--- src/design/assert_macros.svh ---
// ----------------------------------------------------------------------------
// assertion macros
// clocked assertion helpers for the frequency shifter, used by hilbert_frequency_shifter
// ----------------------------------------------------------------------------
`ifndef ASSERT_MACROS_SVH
`define ASSERT_MACROS_SVH

// property checked on every rising edge outside reset
`define HFS_ASSERT(label, prop, msg) \
  label: assert property (@(posedge clk) disable iff (rst) prop) else $error(msg);

// condition that must never be seen outside reset
`define HFS_NEVER(label, cond, msg) \
  label: assert property (@(posedge clk) disable iff (rst) !(cond)) else $error(msg);

`endif

--- src/design/hfs_state_ram.sv ---
// ----------------------------------------------------------------------------
// hfs_state_ram
// simple dual-address ram, one write and one registered read per cycle
// ----------------------------------------------------------------------------
`default_nettype none

module hfs_state_ram #(
  parameter int WIDTH = 56,
  parameter int DEPTH = 16,
  localparam int AW = $clog2(DEPTH)
) (
  input  logic             clk,
  input  logic             we,
  input  logic [AW-1:0]    waddr,
  input  logic [WIDTH-1:0] wdata,
  input  logic             re,
  input  logic [AW-1:0]    raddr,
  output logic [WIDTH-1:0] rdata
);

  logic [WIDTH-1:0] mem [DEPTH];

  // write port
  always_ff @(posedge clk) begin
    if (we) begin
      mem[waddr] <= wdata;
    end
  end

  // registered read port
  always_ff @(posedge clk) begin
    if (re) begin
      rdata <= mem[raddr];
    end
  end

endmodule

`default_nettype wire
--- config.mk ---
export PLATFORM = sky130hd
export DESIGN_NAME = hfs_state_ram
export DESIGN_NICKNAME = d
export VERILOG_FILES = /design/src/design/assert_macros.svh /design/src/design/hfs_state_ram.sv
export SDC_FILE = /design/constraint.sdc
export NUM_CORES = 1
export LEC_CHECK = 0
export BUFFER_PORTS_ARGS = -buffer_cell sky130_fd_sc_hd__buf_2
export CORE_MARGIN = 5
export CORE_UTILIZATION = 49
export CTS_CLUSTER_SIZE = 30
export DETAILED_ROUTE_END_ITERATION = 6
export GPL_ROUTABILITY_DRIVEN = 0
export PLACE_DENSITY = 0.61
export SLEW_MARGIN = 20
export SYNTH_ARGS = -nofsm -noshare
export SYNTH_HDL_FRONTEND = slang
export SYNTH_SLANG_ARGS = --single-unit
export TNS_END_PERCENT = 20
--- constraint.sdc ---
create_clock -name clk -period 7.5 [get_ports clk]
set_clock_uncertainty 0.1 [all_clocks]
set_input_delay 1.125 -clock clk [delete_from_list [all_inputs] [get_ports clk]]
set_output_delay 1.125 -clock clk [all_outputs]
set_load 0.02 [all_outputs]
Word level (Yosys, flattened, before mapping)
Memory sizes are Yosys's and may differ from the RTL's. A register that Yosys moved wholly into a read port is not among the register bits.
Index checks and enable logic that the tools add are counted.
- bits in registers: 0
- bits in writable memories: 896
- output and inout port bits: 56
- word-level logic and storage cells: 3
- memories kept: 1
- memories (name ; words ; bits a word ; rd ports ; clocked after memory_dff ; wr ports ; RTL line ; RTL):
    mem ; 16 ; 56 ; 1 ; 1 ; 1 ; hfs_state_ram.sv:21 ; logic [WIDTH-1:0] mem [DEPTH];
- multiplexer cells: 2
- operators with widths (operator ; number):
    two-way mux 1 bit ; 2

Logic depth before layout (Yosys ltp)
- word-level depth: 2
- gate-level depth with buffers: 6

Least setup slack after synthesis
Ideal clock, no wire load.
- path type: input to register
- from: input waddr[2]
- to: memory mem[0][0], enable pin
- arrival: 5.452 ns
- required time: 6.861 ns
- setup slack: 1.408 ns
- stages: 2
- buffers on the path: 0
- cell sequence: or3b_2 nor3_1
- RTL lines (item ; RTL line ; RTL):
    start, declared ; hfs_state_ram.sv:14 ; input logic [AW-1:0] waddr,
    end, declared ; hfs_state_ram.sv:21 ;
Straight into the memory's write port.

Worst setup path in the final report
- from: input waddr[2]
- to: memory mem[2][9], enable pin
Straight into the memory's write port.

==> results.yml <==
outcome:
  status: "finished, final reports clean"
power:
  irDropWorstVdd_v: 0.000175
  p_leak_uw: 0.0128
  p_sw_share_pct: 20.2
  pwr-share-seq_pct: 53.5
  p_int_uw: 9000
  clock_power_share_pct: 41.9
  pwr-share-comb_pct: 4.7
  pwr_density_cell_nw_per_um2: 281
  switching_power_uw: 2280
synth:
  ys_warn_count: 0
  synth_nets: 1512
  seq_area_frac_synth_pct: 81.1
  synth_cells: 1445
  synth_cell_types: 16
  synth_seq_cells: 952
  netlist_area_um2: 35200
  synth_area_per_cell_um2: 24.4
sta:
  fin_crit_ns: 3.16
  setup_viol: 0
  rsz0062_at_grt: "false"
  max_freq_mhz: 316
  maxSlewHeadroom_pct: 22.9
  tightest_slew_ns: 1.16
  slew_violations: 0
  timing.hold.ws_ns: 0.641
  finalCritPeriodShare_pct: 42.2
  finalHoldViolations: 0
  tns_ns: 0
grt:
  met1_usage_pct: 26.9
  gr-total-overflow: 0
  grtUsageTotal_pct: 19.7
  grt_max_degree: 145
  met2_usage_pct: 34.0
  grt_pass1_wl_um: 112000
  busiest_layer: "met2"
  antenna_found_initial: 8
  grt_pass1_vias: 16600
  use_met3_pct: 3.61
place:
  io_buffer_count: 122
  placed_cell_area_um2: 37100
  dpl.hpwl_um: 35500
worst_setup_path:
  required_ns: 7.65
  critPathLaunchType: "input port"
  rr_startpoint: "mem[11][34]$_DFFE_PP_"
  path_class: "in -> reg"
  cp.arrival_ns: 3.32
  r2r_end: "rdata[34]$_DFFE_PP_"
  reg2reg_depth: 3
  rrSetupSlack_ns: 5.89
  cp-end-kind: "flop"
  crit_path_max_fanout: 37
die:
  io_pins: 123
  dieArea_um2: 77400
  core_area_um2: 71400
  dieWidth_um: 278
  initial_utilization_pct: 49.4
  rows: 98
  fp.dieH_um: 278
cts:
  path_clk_slew_ns: 0.06
  root_buffer: "clkbuf_16"
  cts_tree: "yes"
  cts_buffers: 94
  cts_max_path_buffers: 3
  cts_sinks: 952
  cts_hold_buffers: 0
  post_cts_resized: 0
  cts.htree.levels: 3
  worstSkewPairLatency_ns: 0.63
  post_cts_buffers: 0
routing:
  drt-total-wl_um: 76400
  first_pass_iters: 5
  avgViaCountPerCell: 5.92
  drt_iter0_markers: 1276
  drc: 0
  wl_per_cell_um: 28.8
  ant_nets: 0
  num_vias: 15700
min_path:
  hold_path.class: "reg -> reg"
  hp-start: "mem[14][17]$_DFFE_PP_"
  whs_endpoint: "rdata[17]$_DFFE_PP_"
  whs_path_depth: 3
cells_and_area:
  final_common_cell: "edfxtp_1"
  area_growth_pct: 14.1
  nets: 1690
  fin_area_um2: 40200
  final_cell_mix: "edfxtp_1, mux4_2, buf_2, a22oi_1, clkbuf_16"
  fillers: 5283
  drive_above_1_share_pct: 31.8
job:
  max-cap-violations: 0
cell families after synthesis:
family                 share of synthesized area (%)
multiplexers                                    14.3
flip-flops                                      81.1
AND/OR/NAND/NOR                                0.973
buffers and inverters                           1.20
AO/OA/AOI/OAI                                   2.39
power groups by stage:
stage | Combinational [uW] | Sequential, uW | Clock, uW
finish | 525 | 6030 | 4730
global route | 568 | 6040 | 5050
CTS | 536 | 6030 | 4820
detailed placement | 535 | 6140 | 0
global placement | 526 | 6140 | 0
floorplan | 286 | 6170 | 0
state kept, by name, indices dropped and copies added (netlist names):
signal and count:
mem 896, rdata 56
worst max-delay path: stages:
cell    delay (ns)
buf_2         0.11
or3b_2        0.59
nor2_4        0.71
buf_4         0.73
worst max path at each step:
stage,cells past startpoint,end,start,slack (ns)
floorplan,2,mem[0][0]$_DFFE_PP_,waddr[2],1.41
detailed placement,4,mem[2][22]$_DFFE_PP_,waddr[2],3.66
global route,5,rdata[45]$_DFFE_PP_,raddr[0],4.19
global placement,4,mem[2][22]$_DFFE_PP_,waddr[2],3.67
finish,4,mem[2][9]$_DFFE_PP_,waddr[2],4.34
CTS,4,mem[2][13]$_DFFE_PP_,waddr[2],4.33
cell usage after synthesis:
cell type	instances	share of area, %
nor2_1	13	0.14
nand3_1	1	0.014
nor3_1	4	0.057
nand3b_1	2	0.043
mux4_2	224	14
nor2b_1	2	0.036
nand2_1	57	0.61
a22oi_1	112	2.4
buf_6	15	0.48
edfxtp_1	952	81
nand2b_1	2	0.036
or3b_2	1	0.025
buf_2	11	0.16
clkbuf_1	43	0.46
and2_1	1	0.018
buf_4	5	0.11
layout make-up:
cell class	count	area, um^2	share of cell area, %
repair buffers	156	926	2.30
clock inverters	58	608	1.51
well taps	950	1190	2.96
diodes	3	7.51	0.0187
multi-input cells	419	6360	15.8
clock buffers	117	2520	6.28
flip-flops and latches	952	28600	71.1
routing by layer:
metal  routed length (um)  share of wire (%)  up-vias
met5                   21              0.027        -
met3                 4230                5.5      116
li1                     -                  -     6600
met1                31300                 41     8511
met2                39500                 52      483
met4                 1370                1.8        4
through the flow:
stage	cells	util, %	power [uW]	setup slack (ns)
floorplan	1445	-	6450	1.41
finish	2655	56.3	11300	4.34
CTS	2652	56.3	11400	4.33
detailed placement	2477	51.9	6680	3.66
global placement	2477	51.9	6660	3.67
global route	2653	56.3	11700	4.19
Power figures use the tool's default switching activity.
